<file path="src/design/derq_pkg.sv">
`timescale 1ns / 1ps
package derq_pkg;

    localparam logic CMD_NOTIFY = 1'b0;
    localparam logic CMD_TAKE   = 1'b1;

    localparam logic [1:0] KIND_ADDED    = 2'd0;
    localparam logic [1:0] KIND_MODIFIED = 2'd1;
    localparam logic [1:0] KIND_REMOVED  = 2'd2;

    localparam int KEY_W  = 32;
    localparam int CAT_W  = 8;
    localparam int KIND_W = 2;
    localparam int NUM_W  = 5;

    typedef struct packed {
        logic [KIND_W-1:0] kind;
        logic [CAT_W-1:0]  category;
        logic [KEY_W-1:0]  key;
    } entry_t;

    typedef struct packed {
        logic              command;
        logic [KIND_W-1:0] kind;
        logic [CAT_W-1:0]  category;
        logic [KEY_W-1:0]  key;
    } item_t;

    typedef struct packed {
        logic              head_valid;
        logic [KIND_W-1:0] head_kind;
        logic [CAT_W-1:0]  head_category;
        logic [KEY_W-1:0]  head_key;
        logic              updated_in_place;
        logic              dropped_oldest;
        logic [NUM_W-1:0]  removed_count;
        logic [NUM_W-1:0]  fill_level;
    } result_t;

endpackage

</file>
<file path="src/design/derq_mem.sv">
`timescale 1ns / 1ps
module derq_mem import derq_pkg::*; #(
    parameter int QUEUE_DEPTH = 16,
    parameter int AW          = 4
) (
    input  logic          aclk,
    input  logic          we,
    input  logic [AW-1:0] waddr,
    input  entry_t        wdata,
    input  logic          re,
    input  logic [AW-1:0] raddr,
    output entry_t        rdata
);

    entry_t store_reg [QUEUE_DEPTH];
    entry_t rdata_reg;

    // controller never reads the slot it writes in the same cycle
    always_ff @(posedge aclk) begin
        if (we) begin
            store_reg[waddr] <= wdata;
        end
        if (re) begin
            rdata_reg <= store_reg[raddr];
        end
    end

    assign rdata = rdata_reg;

endmodule

</file>
<file path="src/design/derq_ctrl.sv">
`timescale 1ns / 1ps
module derq_ctrl import derq_pkg::*; #(
    parameter int QUEUE_DEPTH = 16
) (
    input  logic    aclk,
    input  logic    aresetn,
    input  logic    in_valid,
    output logic    in_ready,
    input  item_t   in_item,
    output logic    res_valid,
    input  logic    res_ready,
    output result_t res
);

    localparam int AW = (QUEUE_DEPTH > 1) ? $clog2(QUEUE_DEPTH) : 1;
    localparam int CW = $clog2(QUEUE_DEPTH + 1);

    typedef enum logic [5:0] {
        S_IDLE   = 6'b000001,
        S_START  = 6'b000010,
        S_POP    = 6'b000100,
        S_SCAN   = 6'b001000,
        S_APPEND = 6'b010000,
        S_DONE   = 6'b100000
    } state_t;

    state_t        state_reg, state_next;
    logic [AW-1:0] head_reg, head_next;
    logic [CW-1:0] count_reg, count_next;
    item_t         item_reg, item_next;
    logic [CW-1:0] rd_idx_reg, rd_idx_next;
    logic          pend_reg, pend_next;
    logic [CW-1:0] pend_off_reg, pend_off_next;
    logic [CW-1:0] wr_off_reg, wr_off_next;
    logic [CW-1:0] removed_reg, removed_next;
    logic          hv_reg, hv_next;
    entry_t        hentry_reg, hentry_next;
    logic          upd_reg, upd_next;
    logic          drop_reg, drop_next;

    logic          mem_we, mem_re;
    logic [AW-1:0] mem_waddr, mem_raddr;
    entry_t        mem_wdata, mem_rdata;
    entry_t        item_entry;
    logic          hit, removing;

    // queue offset to physical slot, ring wraps at the depth
    function automatic logic [AW-1:0] phys(input logic [AW-1:0] h, input logic [CW-1:0] o);
        logic [AW:0] s;
        s = {1'b0, h} + (AW+1)'(o);
        if (s >= (AW+1)'(QUEUE_DEPTH)) begin
            s = s - (AW+1)'(QUEUE_DEPTH);
        end
        return s[AW-1:0];
    endfunction

    function automatic logic [AW-1:0] inc(input logic [AW-1:0] h);
        logic [AW-1:0] r;
        if (h == AW'(QUEUE_DEPTH - 1)) begin
            r = '0;
        end else begin
            r = h + 1'b1;
        end
        return r;
    endfunction

    derq_mem #(
        .QUEUE_DEPTH (QUEUE_DEPTH),
        .AW          (AW)
    ) u_mem (
        .aclk  (aclk),
        .we    (mem_we),
        .waddr (mem_waddr),
        .wdata (mem_wdata),
        .re    (mem_re),
        .raddr (mem_raddr),
        .rdata (mem_rdata)
    );

    assign item_entry = '{kind: item_reg.kind, category: item_reg.category, key: item_reg.key};
    assign hit        = (mem_rdata.key == item_reg.key);
    assign removing   = (item_reg.kind == KIND_REMOVED);

    always_comb begin
        state_next    = state_reg;
        head_next     = head_reg;
        count_next    = count_reg;
        item_next     = item_reg;
        rd_idx_next   = rd_idx_reg;
        pend_next     = pend_reg;
        pend_off_next = pend_off_reg;
        wr_off_next   = wr_off_reg;
        removed_next  = removed_reg;
        hv_next       = hv_reg;
        hentry_next   = hentry_reg;
        upd_next      = upd_reg;
        drop_next     = drop_reg;
        mem_we        = 1'b0;
        mem_waddr     = '0;
        mem_wdata     = item_entry;
        mem_re        = 1'b0;
        mem_raddr     = '0;

        case (state_reg)
            S_IDLE: begin
                if (in_valid) begin
                    item_next    = in_item;
                    rd_idx_next  = '0;
                    pend_next    = 1'b0;
                    wr_off_next  = '0;
                    removed_next = '0;
                    hv_next      = 1'b0;
                    hentry_next  = '0;
                    upd_next     = 1'b0;
                    drop_next    = 1'b0;
                    state_next   = S_START;
                end
            end
            S_START: begin
                if (item_reg.command == CMD_TAKE) begin
                    if (count_reg == '0) begin
                        state_next = S_DONE;
                    end else begin
                        mem_re     = 1'b1;
                        mem_raddr  = head_reg;
                        state_next = S_POP;
                    end
                end else if (item_reg.kind inside {KIND_ADDED, KIND_MODIFIED}) begin
                    state_next = (count_reg == '0) ? S_APPEND : S_SCAN;
                end else if (removing) begin
                    state_next = (count_reg == '0) ? S_DONE : S_SCAN;
                end else begin
                    state_next = S_DONE;
                end
            end
            S_POP: begin
                hv_next     = 1'b1;
                hentry_next = mem_rdata;
                head_next   = inc(head_reg);
                count_next  = count_reg - 1'b1;
                state_next  = S_DONE;
            end
            S_SCAN: begin
                // one read issued per cycle, compare on the returned data
                if (rd_idx_reg != count_reg) begin
                    mem_re        = 1'b1;
                    mem_raddr     = phys(head_reg, rd_idx_reg);
                    rd_idx_next   = rd_idx_reg + 1'b1;
                    pend_next     = 1'b1;
                    pend_off_next = rd_idx_reg;
                end else begin
                    pend_next = 1'b0;
                end
                if (pend_reg) begin
                    if (removing) begin
                        if (hit) begin
                            removed_next = removed_reg + 1'b1;
                        end else begin
                            // survivors slide down over the deleted slots
                            if (wr_off_reg != pend_off_reg) begin
                                mem_we    = 1'b1;
                                mem_waddr = phys(head_reg, wr_off_reg);
                                mem_wdata = mem_rdata;
                            end
                            wr_off_next = wr_off_reg + 1'b1;
                        end
                        if (rd_idx_reg == count_reg) begin
                            count_next = wr_off_next;
                            state_next = S_DONE;
                        end
                    end else if (hit) begin
                        mem_we     = 1'b1;
                        mem_waddr  = phys(head_reg, pend_off_reg);
                        mem_wdata  = '{kind: item_reg.kind, category: item_reg.category,
                                       key: mem_rdata.key};
                        upd_next   = 1'b1;
                        state_next = S_DONE;
                    end else if (rd_idx_reg == count_reg) begin
                        state_next = S_APPEND;
                    end
                end
            end
            S_APPEND: begin
                mem_we = 1'b1;
                if (count_reg == CW'(QUEUE_DEPTH)) begin
                    // full: the new entry takes the oldest one's slot
                    mem_waddr = head_reg;
                    head_next = inc(head_reg);
                    drop_next = 1'b1;
                end else begin
                    mem_waddr  = phys(head_reg, count_reg);
                    count_next = count_reg + 1'b1;
                end
                state_next = S_DONE;
            end
            S_DONE: begin
                if (res_ready) begin
                    state_next = S_IDLE;
                end
            end
            default: begin
                state_next = S_IDLE;
            end
        endcase
    end

    always_ff @(posedge aclk) begin
        if (!aresetn) begin
            state_reg <= S_IDLE;
            head_reg  <= '0;
            count_reg <= '0;
        end else begin
            state_reg <= state_next;
            head_reg  <= head_next;
            count_reg <= count_next;
        end
    end

    always_ff @(posedge aclk) begin
        item_reg     <= item_next;
        rd_idx_reg   <= rd_idx_next;
        pend_reg     <= pend_next;
        pend_off_reg <= pend_off_next;
        wr_off_reg   <= wr_off_next;
        removed_reg  <= removed_next;
        hv_reg       <= hv_next;
        hentry_reg   <= hentry_next;
        upd_reg      <= upd_next;
        drop_reg     <= drop_next;
    end

    assign in_ready  = (state_reg == S_IDLE);
    assign res_valid = (state_reg == S_DONE);

    always_comb begin
        res.head_valid       = hv_reg;
        res.head_kind        = hentry_reg.kind;
        res.head_category    = hentry_reg.category;
        res.head_key         = hentry_reg.key;
        res.updated_in_place = upd_reg;
        res.dropped_oldest   = drop_reg;
        res.removed_count    = NUM_W'(removed_reg);
        res.fill_level       = NUM_W'(count_reg);
    end

endmodule

</file>
<file path="src/design/dedup_event_request_queue.sv">
`timescale 1ns / 1ps
// Deduplicating event queue. Each input beat is a notify (added, modified or
// removed event with category and key) or a take, and yields exactly one result
// beat. Entries sit in a ring buffer held in one single-port-read memory, so
// every key match walks the queued entries one per cycle. A take reads only the
// head entry, if any, an added or modified event scans until a key match or the
// end of the queue, a removed event scans the whole queue, and an event of unknown
// kind goes straight to its result. The output register lets a result wait for
// the sink while the next input beat is already being worked on. No clearing
// pass is needed after reset.
module dedup_event_request_queue import derq_pkg::*; #(
    parameter int QUEUE_DEPTH = 16
) (
    input  logic        aclk,
    input  logic        aresetn,
    input  logic        s_tvalid,
    output logic        s_tready,
    input  logic [39:0] s_tdata,   // event_category[7:0], event_key[39:8]
    input  logic [2:0]  s_tuser,   // command[0], event_kind[2:1]
    output logic        m_tvalid,
    input  logic        m_tready,
    // head_kind[1:0], head_category[9:2], head_key[41:10], removed_count[46:42],
    // fill_level[51:47], zero[55:52]
    output logic [55:0] m_tdata,
    output logic [2:0]  m_tuser    // head_valid[0], updated_in_place[1], dropped_oldest[2]
);

    item_t   in_item;
    result_t res;
    result_t out_reg;
    logic    res_valid, res_ready;
    logic    m_tvalid_reg;

    assign in_item = '{command:  s_tuser[0],
                       kind:     s_tuser[2:1],
                       category: s_tdata[7:0],
                       key:      s_tdata[39:8]};

    derq_ctrl #(
        .QUEUE_DEPTH (QUEUE_DEPTH)
    ) u_ctrl (
        .aclk      (aclk),
        .aresetn   (aresetn),
        .in_valid  (s_tvalid),
        .in_ready  (s_tready),
        .in_item   (in_item),
        .res_valid (res_valid),
        .res_ready (res_ready),
        .res       (res)
    );

    assign res_ready = !m_tvalid_reg || m_tready;

    always_ff @(posedge aclk) begin
        if (!aresetn) begin
            m_tvalid_reg <= 1'b0;
        end else if (res_ready) begin
            m_tvalid_reg <= res_valid;
        end
    end

    always_ff @(posedge aclk) begin
        if (res_valid && res_ready) begin
            out_reg <= res;
        end
    end

    assign m_tvalid = m_tvalid_reg;
    assign m_tdata  = {4'b0000, out_reg.fill_level, out_reg.removed_count, out_reg.head_key,
                       out_reg.head_category, out_reg.head_kind};
    assign m_tuser  = {out_reg.dropped_oldest, out_reg.updated_in_place, out_reg.head_valid};

    // a popped entry carries no notify outcome
    a_pop_clean: assert property (@(posedge aclk) disable iff (!aresetn)
        m_tvalid && m_tuser[0] |-> m_tuser[2:1] == 2'b00 && m_tdata[46:42] == 5'd0)
        else $error("take result carries notify flags");

    a_upd_drop_excl: assert property (@(posedge aclk) disable iff (!aresetn)
        m_tvalid |-> !(m_tuser[1] && m_tuser[2]))
        else $error("update in place and drop both set");

    a_no_accept_busy: assert property (@(posedge aclk) disable iff (!aresetn)
        res_valid |-> !s_tready)
        else $error("input accepted while a result is pending");

    a_one_at_a_time: assert property (@(posedge aclk) disable iff (!aresetn)
        s_tvalid && s_tready |=> !s_tready)
        else $error("second beat accepted before the first was processed");

endmodule
</file>
<file path="config.mk">
export PLATFORM = sky130hd
export DESIGN_NAME = dedup_event_request_queue
export DESIGN_NICKNAME = d
export VERILOG_FILES = /design/src/design/derq_pkg.sv /design/src/design/derq_mem.sv /design/src/design/derq_ctrl.sv /design/src/design/dedup_event_request_queue.sv
export SDC_FILE = /design/constraint.sdc
export NUM_CORES = 1
export LEC_CHECK = 0
export ABC_CLOCK_PERIOD_IN_PS = 11400
export BUFFER_PORTS_ARGS = -buffer_cell sky130_fd_sc_hd__buf_2
export CORE_MARGIN = 10
export CORE_UTILIZATION = 45
export DETAILED_ROUTE_END_ITERATION = 8
export PLACE_DENSITY = 0.59
export SYNTH_ARGS = -nofsm -noshare
export SYNTH_HDL_FRONTEND = slang
export SYNTH_SLANG_ARGS = --single-unit
</file>
<file path="constraint.sdc">
create_clock -name aclk -period 11.4 [get_ports aclk]
set_input_delay 2.28 -clock aclk [delete_from_list [all_inputs] [get_ports aclk]]
set_output_delay 2.28 -clock aclk [all_outputs]
set_load 0.005 [all_outputs]
</file>
==> Word-level counts from Yosys, hierarchy flattened <==
Memories as Yosys holds them, arrays and structs flattened. A register that Yosys moved wholly into a read port is not among the register bits.
Cells that the tools add are included.
Widths: inputs -> output; s select.
{ "op_classes": {"n_shift": 0, "n_reduce_logical": 24, "add_sub_neg": 14, "n_mux": 77, "n_lt_le_gt_ge": 4, "n_div": 0, "eq_ne": 26, "n_bitwise": 0, "multipliers": 0} }
{ "ops": {"columns": ["op", "count"], "rows": [
  ["$mux 42", 6],
  ["$pmux 42 s2", 1],
  ["$mux 6", 12],
  ["$mux 5", 13],
  ["$mux 4", 15],
  ["$eq 32x32->1", 1],
  ["$mux 32", 1],
  ["$pmux 5 s2", 3],
  ["$pmux 6 s5", 1],
  ["$pmux 4 s2", 3],
  ["$add 4x5->5", 4],
  ["$add 5x1->5 const B", 4],
  ["$ge 5x5->1 const B", 4],
  ["$reduce_and 5->1", 4],
  ["$sub 4x1->4 const B", 4],
  ["$mux 1", 15],
  ["$pmux 5 s3", 1],
  ["$ne 2x1->1 const B", 7],
  ["$pmux 1 s2", 6],
  ["$ne 5x5->1", 2],
  ["$reduce_and 2->1", 5],
  ["$reduce_bool 2->1", 5],
  ["$eq 6x1->1 const B", 1],
  ["$eq 6x2->1 const B", 1],
  ["23 further kinds", 26]
]} }
{ "totals": {"ramBits": 672, "memories": 1, "wordCells": 173, "reg_bits": 180, "output_inout_bits": 61, "latchBits": 0, "in_bits": 47, "rom_bits": 0} }
{ "mem_list": {"columns": ["name", "words", "width", "read_ports", "rd_ports_with_merged_regs", "write_ports", "line", "rtl"], "rows": [
  ["u_ctrl.u_mem.store_reg", 16, 42, 1, 1, 1, "derq_mem.sv:15", "entry_t store_reg [QUEUE_DEPTH];"]
]} }

==> Logic depth before layout (Yosys ltp) <==
Gate-level depths: netlist (run 1).
{ "logic_depth": {"ltp_word": 8, "depth_mapped": 12, "depth_no_buf": 9} }

==> By module <==
Synthesis (run 1) repeated with hierarchy kept, for this count alone.
{ "hier_totals": {"cells_unflattened": 1696, "area_unflattened_um2": 34804.6} }
{ "by_module_without_submodules": {"columns": ["mod", "n_inst", "seq_area_each_um2", "cells_per_inst", "area_per_inst_um2"], "rows": [
  ["derq_mem", 1, 21440.6, 1092, 26477.9],
  ["derq_ctrl", 1, 3573.4, 539, 6583.8],
  ["dedup_event_request_queue", 1, 1671.6, 65, 1742.9]
]} }

==> Worst setup path after synthesis (run 1) <==
Ideal clock, no wire load.
{ "synth_path": {"path_type": "register to register", "from": "register u_ctrl.item_reg (netlist bit u_ctrl.item_entry[25])", "to": "memory u_ctrl.u_mem.store_reg[0][0] in the netlist's numbering, enable pin", "setup_slack_ns": 5.530, "stages_incl_launch_ff": 8, "arrival_ns": 5.365, "n_path_buf": 0, "setup_time_ns": 0.505, "t_required_ns": 10.895, "path_cell_list": "edfxtp_1 > xor2_1 > nor4_1 > nand4_1 > o211a_4 > a32o_1 > or4b_1 > a211oi_1"} }
{ "synth_via": {"elab_chain_len": 7, "elab_cells_between_ends": 13, "cone_classes": "eq/ne: 1; mux: 12"} }
{ "synth_lines": {"columns": ["item", "line", "rtl"], "rows": [
  ["start, declared", "derq_ctrl.sv:30", "item_t item_reg, item_next;"],
  ["start signal, assigned", "derq_ctrl.sv:220", "item_reg <= item_next;"],
  ["$eq 32x32->1 (*)", "derq_ctrl.sv:81", "assign hit = (mem_rdata.key == item_reg.key);"],
  ["$mux 1, on equally long branches", "derq_ctrl.sv:171, derq_ctrl.sv:156", null],
  ["$mux 1", "derq_ctrl.sv:155", "if (removing) begin"],
  ["$mux 1", "derq_ctrl.sv:154", "if (pend_reg) begin"],
  ["$pmux 1 s2", "derq_ctrl.sv:104", "case (state_reg)"],
  ["$mux 1", "derq_mem.sv:20", "if (we) begin"],
  ["$mux 1 (not written as such)", "derq_mem.sv:21", "store_reg[waddr] <= wdata;"],
  ["end, declared", "derq_mem.sv:15", null]
]} }
Mark *: on every way between the ends. The rest lies on a longest branch, timed or not.

==> Worst setup path in the final report (run 1) <==
{ "layout_path": {"from": "register u_ctrl.state_reg[5]", "to": "register u_ctrl.u_mem.rdata[34] (netlist name)"} }
{ "layout_via": {"elab_chain_len": 2, "elab_cells_between_ends": 4, "cone_classes": "eq/ne: 2; mux: 2"} }
{ "layout_lines": {"columns": ["item", "line", "rtl"], "rows": [
  ["start, declared", "derq_ctrl.sv:27", "state_t state_reg, state_next;"],
  ["start signal, assigned", "derq_ctrl.sv:213", "state_reg <= state_next;"],
  ["$eq 6x4->1 / $eq 6x2->1 (equally long branches)", "derq_ctrl.sv:104", null],
  ["$pmux 4 s2 / $pmux 1 s2 (equally long branches)", "derq_ctrl.sv:104", null]
]} }
Parallel ways exist; a longest one is shown, timed or not.
A chain may end at the register's enable or synchronous reset.

==> results.yml, run 1 <==
timing:
  fmax_ghz: 0.186
  worst_pin_slew_ps: 1140
  clock_skew_ps: 33.6
  max-slew-margin-rel_pct: 23.9
  finalSetupViolCount: 0
  hold_violations: 0
  finalCritPeriodShare_pct: 47.1
  setup_tns_ps: 0
  grt_setup_unrepaired: "no"
  drv_slew: 0
  min_period_ps: 5370
  setup_ws_ps: 6030
floorplan:
  die_area_um2: 91700
  start_util_pct: 45.5
  die_w_um: 303
  rows: 103
  core_um2: 79100
  die_h_um: 303
  io_pins: 108
clock_tree:
  clock_path_buffers: 3
  cts-htree-levels: 3
  cts_setup_buffers: 0
  clk_pin_slew_ps: 60
  cts_sinks: 894
  cts_buffers: 92
  cts_tree: "built"
  cts_resized: 0
  cts_root_buf: "clkbuf_16"
  clk_latency_ps: 660
  postCtsHoldBufs: 0
global_route:
  grt_pass1_wl_um: 142000
  grt_pass1_vias: 20900
  antenna_found_initial: 4
  grt_start_max_net_pins: 175
  grt_remaining_overflow: 0
  grtUsageTotal_pct: 20.9
worst_hold_path:
  hold-path-endpoint: "m_tdata[36]$_DFFE_PP_"
  min_path_cells: 0
  hold_start: "u_ctrl.res[38]$_SDFFCE_PN0P_"
  min_path_type: "flip-flop to flip-flop"
layout:
  seqCellArea_um2: 26700
  final_cell_mix: "878 x edfxtp_1, 224 x nand2_1, 112 x a211oi_1"
  largest_reg_flops: 672
  drive_gt1_share_pct: 14.2
  nets: 2462
  final_common_cell: "edfxtp_1"
  synthToLayoutAreaGrowth_pct: 12.9
  multiInputGateArea_um2: 8700
  fillCellCount: 6516
logic_synthesis:
  syn_area_um2: 36000
  synth-edff-count: 878
  async_flop_share_pct: 0
  synth_seq_cells: 894
  synth_warnings: 0
  ys.flop_type: "edfxtp_1"
  yosysUniqueCellTypes: 83
  synth.avg_cell_area_um2: 15.8
  synth_cells: 2283
  seq_area_frac_synth_pct: 74.2
worst_setup_path:
  r2r-end: "u_ctrl.u_mem.rdata[34]$_DFFE_PP_"
  r2r_start: "u_ctrl.state_reg[5]$_SDFFE_PN0P_"
  required_ps: 11900
  worst-path-max-fanout: 67
  reg2reg_depth: 10
  crit_path_end_kind: "flip-flop"
  worst_ep_arrival_time_ps: 5870
  crit_type: "flip-flop to flip-flop"
  setup.worst_path.start_class: "flip-flop"
  r2r_slack_ps: 6030
placed_design:
  hpwlAfterDp_um: 53300
  place.gp.congestion: 0.824
  pre_cts_ws_ps: 6280
  io_buffers: 103
route:
  antenna_left: 0
  drc: 0
  vias: 21000
  drtIter0Drc: 2168
  post_drt_wl_per_cell_um: 27.5
  drt-total-wl_um: 96800
  first_pass_iters: 5
  viasPerCell: 5.98
job:
  cap_violations: 0
pwr:
  irDropWorstVdd_mv: 0.115
  power_density_nw_per_um2: 189
  p_leak_nw: 13.5
outcome:
  status: "finished, final reports clean"
-- layout make-up --
type                    count  share of cell area (%)
clock buffers             116                    5.96
clock inverters            52                    1.35
inverters                  18                   0.179
well taps                1050                    3.23
flip-flops and latches    894                    65.7
multi-input cells        1236                    21.4
diodes                      1                 0.00616
repair buffers            149                    2.15
-- routing by layer --
layer | wire length, um | global-route usage [%] | part of all wire, % | up-vias
met2 | 46100 | 34.1 | 48 | 833
met4 | 2500 | 6.69 | 2.6 | 2
met5 | 7 | 0 | 0.0072 | -
met3 | 6730 | 2.94 | 7.0 | 161
met1 | 41400 | 28.9 | 43 | 10800
li1 | - | - | - | 9193
-- power breakdown --
part | internal (mW) | total (mW) | switching [mW]
clock | 1.71 | 2.97 | 1.25
combinational | 0.164 | 0.674 | 0.510
sequential | 3.95 | 4.03 | 0.0820
-- worst max-delay path: stages (launching register included) --
cell and delay, ps:
dfxtp_1 350, or4_1 570, or2_1 550, clkinv_4 320, o211ai_4 300, buf_4 420
nand2_4 650, buf_4 800, a2111oi_0 160, a2111oi_0 720, a31o_1 180
-- worst max-delay path by stage --
stage	slack, ps	from	endpoint
6_report	6030	u_ctrl.state_reg[5]$_SDFFE_PN0P_	u_ctrl.u_mem.rdata[34]$_DFFE_PP_
5_1_grt	5840	u_ctrl.state_reg[5]$_SDFFE_PN0P_	u_ctrl.u_mem.rdata[34]$_DFFE_PP_
4_1_cts	6240	u_ctrl.state_reg[5]$_SDFFE_PN0P_	u_ctrl.u_mem.rdata[34]$_DFFE_PP_
3_5_place_dp	6280	u_ctrl.state_reg[5]$_SDFFE_PN0P_	u_ctrl.u_mem.rdata[34]$_DFFE_PP_
3_3_place_gp	6320	u_ctrl.state_reg[5]$_SDFFE_PN0P_	u_ctrl.u_mem.rdata[34]$_DFFE_PP_
2_1_floorplan	5530	u_ctrl.item_entry[25]$_DFFE_PP_	u_ctrl.u_mem.store_reg[0][0]$_DFFE_PP_
-- per-stage QoR --
stage	power, mW	area (um2)	util, %	std cells	hold slack, ps
3_3_place_gp	4.75	37600	47.6	3347	402
3_5_place_dp	4.77	37600	47.6	3347	405
6_report	7.67	40600	51.3	3516	403
4_1_cts	7.73	40600	51.3	3515	404
2_1_floorplan	4.48	36000	-	2286	400
5_1_grt	7.92	40600	51.3	3515	414
-- cell usage after synthesis, types with 17 or more instances --
| master | number | share of area, % |
|---|---|---|
| a211o_1 | 32 | 0.78 |
| a211oi_1 | 114 | 2.4 |
| a21oi_1 | 84 | 1.2 |
| a221oi_1 | 60 | 1.5 |
| a31oi_1 | 42 | 0.73 |
| and2_1 | 50 | 0.87 |
| and3_1 | 79 | 1.4 |
| buf_2 | 49 | 0.68 |
| buf_4 | 17 | 0.35 |
| clkbuf_1 | 53 | 0.55 |
| edfxtp_1 | 878 | 73 |
| ha_1 | 19 | 0.66 |
| mux2_1 | 26 | 0.81 |
| mux2i_1 | 103 | 2.9 |
| nand2_1 | 230 | 2.4 |
| nand3_1 | 62 | 0.86 |
| nor2_1 | 49 | 0.51 |
| o21ai_0 | 41 | 0.57 |
| xnor2_1 | 18 | 0.44 |
| xor2_1 | 49 | 1.2 |
-- logic make-up after synthesis --
group	count (synthesis)	synth area share [%]
AOI/OAI and AO/OA	472	9.71
xor gates and xnor gates	67	1.63
buffers and inverters	156	2.35
and+or+nand+nor	525	7.05
muxes	144	4.15
adders and majority gates	24	0.939
other	1	0.0104
DFF	894	74.2
No activity file was read; power rests on OpenSTA's default activity.
==> run 2, diff against run 1 <==
- ABC_CLOCK_PERIOD_IN_PS: 11400 -> 4850
- PLACE_DENSITY: 0.59 -> 0.61
- clock period: 11.4 -> 4.85 ns (I/O delays scaled with it)
==> run 2 against run 1 <==
Clock-buffer cell count down 6. Via count up 1.5%. Combinational power is 140% higher. Utilization is 0.99 points higher. Power is 140% higher. Cell count up 1.1%. Sequential power up 140%. Clock skew up 12 ps. Sequential cell count stayed put. Clock power increased to 2.5 times the previous value. Worst hold slack improved by 8.9 ps. Global-route usage down 0.096 points. Critical path type unchanged. Critical endpoint is now u_ctrl.u_mem.store_reg[3][23]$_DFFE_PP_. Largest cell class unchanged.
==> results.yml, run 2 (synthesis gave the netlist of run 1 again) <==
route:
  drt-total-wl_um: 97300
  drtIter0Drc: 2270
  post_drt_wl_per_cell_um: 27.4
  antenna_left: 0
  drc: 0
  vias: 21300
  viasPerCell: 6.00
  first_pass_iters: 5
layout:
  nets: 2499
  synthToLayoutAreaGrowth_pct: 15.1
  multiInputGateArea_um2: 8700
  largest_reg_flops: 672
  final_common_cell: "edfxtp_1"
  drive_gt1_share_pct: 15.9
  fillCellCount: 6439
  fin_cells: 3555
  final_cell_mix: "878 x edfxtp_1, 224 x nand2_1, 112 x a211oi_1"
  seqCellArea_um2: 26700
floorplan:
  io_pins: 108
  die_area_um2: 91700
  die_h_um: 303
  rows: 103
  core_um2: 79100
  start_util_pct: 45.5
  die_w_um: 303
timing:
  setup_tns_ps: 0
  grt_setup_unrepaired: "no"
  fmax_ghz: 0.224
  clock_skew_ps: 45.8
  worst_pin_slew_ps: 1030
  drv_slew: 0
  hold_violations: 0
  finalCritPeriodShare_pct: 92.0
  max-slew-margin-rel_pct: 30.6
  min_period_ps: 4460
  finalSetupViolCount: 0
clock_tree:
  postCtsHoldBufs: 0
  cts_setup_buffers: 0
  cts_sinks: 894
  cts_buffers: 93
  cts_tree: "built"
  cts_resized: 0
  cts_root_buf: "clkbuf_16"
  clock_path_buffers: 3
  clk_latency_ps: 670
  clk_pin_slew_ps: 60
  cts-htree-levels: 3
pwr:
  irDropWorstVdd_mv: 0.348
  p_leak_nw: 13.8
  power_density_nw_per_um2: 449
worst_setup_path:
  required_ps: 5160
  crit_type: "flip-flop to flip-flop"
  worst-path-max-fanout: 20
  setup.worst_path.start_class: "flip-flop"
  cp_common_cell: "buf_4"
  crit_buf_inv: 2
  path_cells: "xor2_1, nor4_1, nand4_1, buf_4, o211a_4, nor2_4, buf_4, mux2_1"
  slowest_stage: "nor2_4"
  crit_family: "simple AND/OR/NAND/NOR gates"
  worst_ep_arrival_time_ps: 4770
  r2r_slack_ps: 390
  crit_path_end_kind: "flip-flop"
  cp_slowest_stage_delay_ps: 810
global_route:
  grt_remaining_overflow: 0
  grt_start_max_net_pins: 85
  grt_pass1_vias: 21100
  grt_pass1_wl_um: 142000
  antenna_found_initial: 2
  grtUsageTotal_pct: 20.8
placed_design:
  numPlacedInstances: 3383
  place.gp.congestion: 0.852
  hpwlAfterDp_um: 55500
  io_buffers: 103
outcome:
  status: "finished, final reports clean"
job:
  cap_violations: 0
worst_hold_path:
  min_path_type: "flip-flop to flip-flop"
run 2: cell types whose count changed in the layout (fill, tap and decap cells not counted), moves of 2 or more:
cell	change
buf_4	+15
bufinv_16	+8
clkinv_1	-4
clkbuf_8	-2
clkbuf_1	-6
clkinv_2	+5
buf_12	+21
clkbuf_16	+2
inv_6	-2
run 2: cell type report:
class                      count  share of cell area, %
clock buffer                 110                   5.85
sequential                   894                   64.5
multi-input combinational   1236                   21.0
clock inverter                61                   1.93
inverter                      18                  0.175
timing repair buffer         185                   3.40
antenna                        1                0.00604
tap                         1050                   3.17
run 2: worst register-to-register path: stages, from the launching register on:
cell and delay (ps):
edfxtp_1 430, xor2_1 230, nor4_1 660, nand4_1 420, buf_4 300, o211a_4 330, nor2_4 820, buf_4 360
mux2_1 550
run 2: metal layers:
metal,global-route usage (%),up-vias,wire [um]
met1,28.3,10900,40400
met5,0,-,12
met4,6.71,2,2300
met3,3.20,152,7510
li1,-,9283,-
met2,34.3,979,47100
run 2: report_power, final:
group,internal [mW],switching (mW)
combinational,0.400,1.19
clock,4.49,3.01
sequential,9.28,0.221
total,14.2,4.42
run 2: worst paths after layout:
check / start / to / depth (start not counted)
setup / recovery: u_ctrl.item_entry[25]$_DFFE_PP_ / u_ctrl.u_mem.store_reg[3][23]$_DFFE_PP_ / 8
hold reg to reg: u_ctrl.hv_reg$_DFFE_PP_ / m_tuser[0]$_DFFE_PP_ / 0
setup reg to reg: u_ctrl.item_entry[25]$_DFFE_PP_ / u_ctrl.u_mem.store_reg[3][23]$_DFFE_PP_ / 8
hold / removal: u_ctrl.hv_reg$_DFFE_PP_ / m_tuser[0]$_DFFE_PP_ / 0
run 2: per-stage QoR:
step / util [%] / cell area (um2) / total power, mW / hold slack [ps] / setup slack (ps)
final: 52.3 / 41400 / 18.6 / 412 / 389
after detailed placement: 48.3 / 38200 / 11.2 / 405 / 498
after floorplan: - / 36000 / 10.5 / 400 / -1020
after CTS: 52.3 / 41400 / 18.7 / 418 / 446
after global routing: 52.3 / 41400 / 19.1 / 417 / 368
after global placement: 48.3 / 38200 / 11.2 / 402 / 513
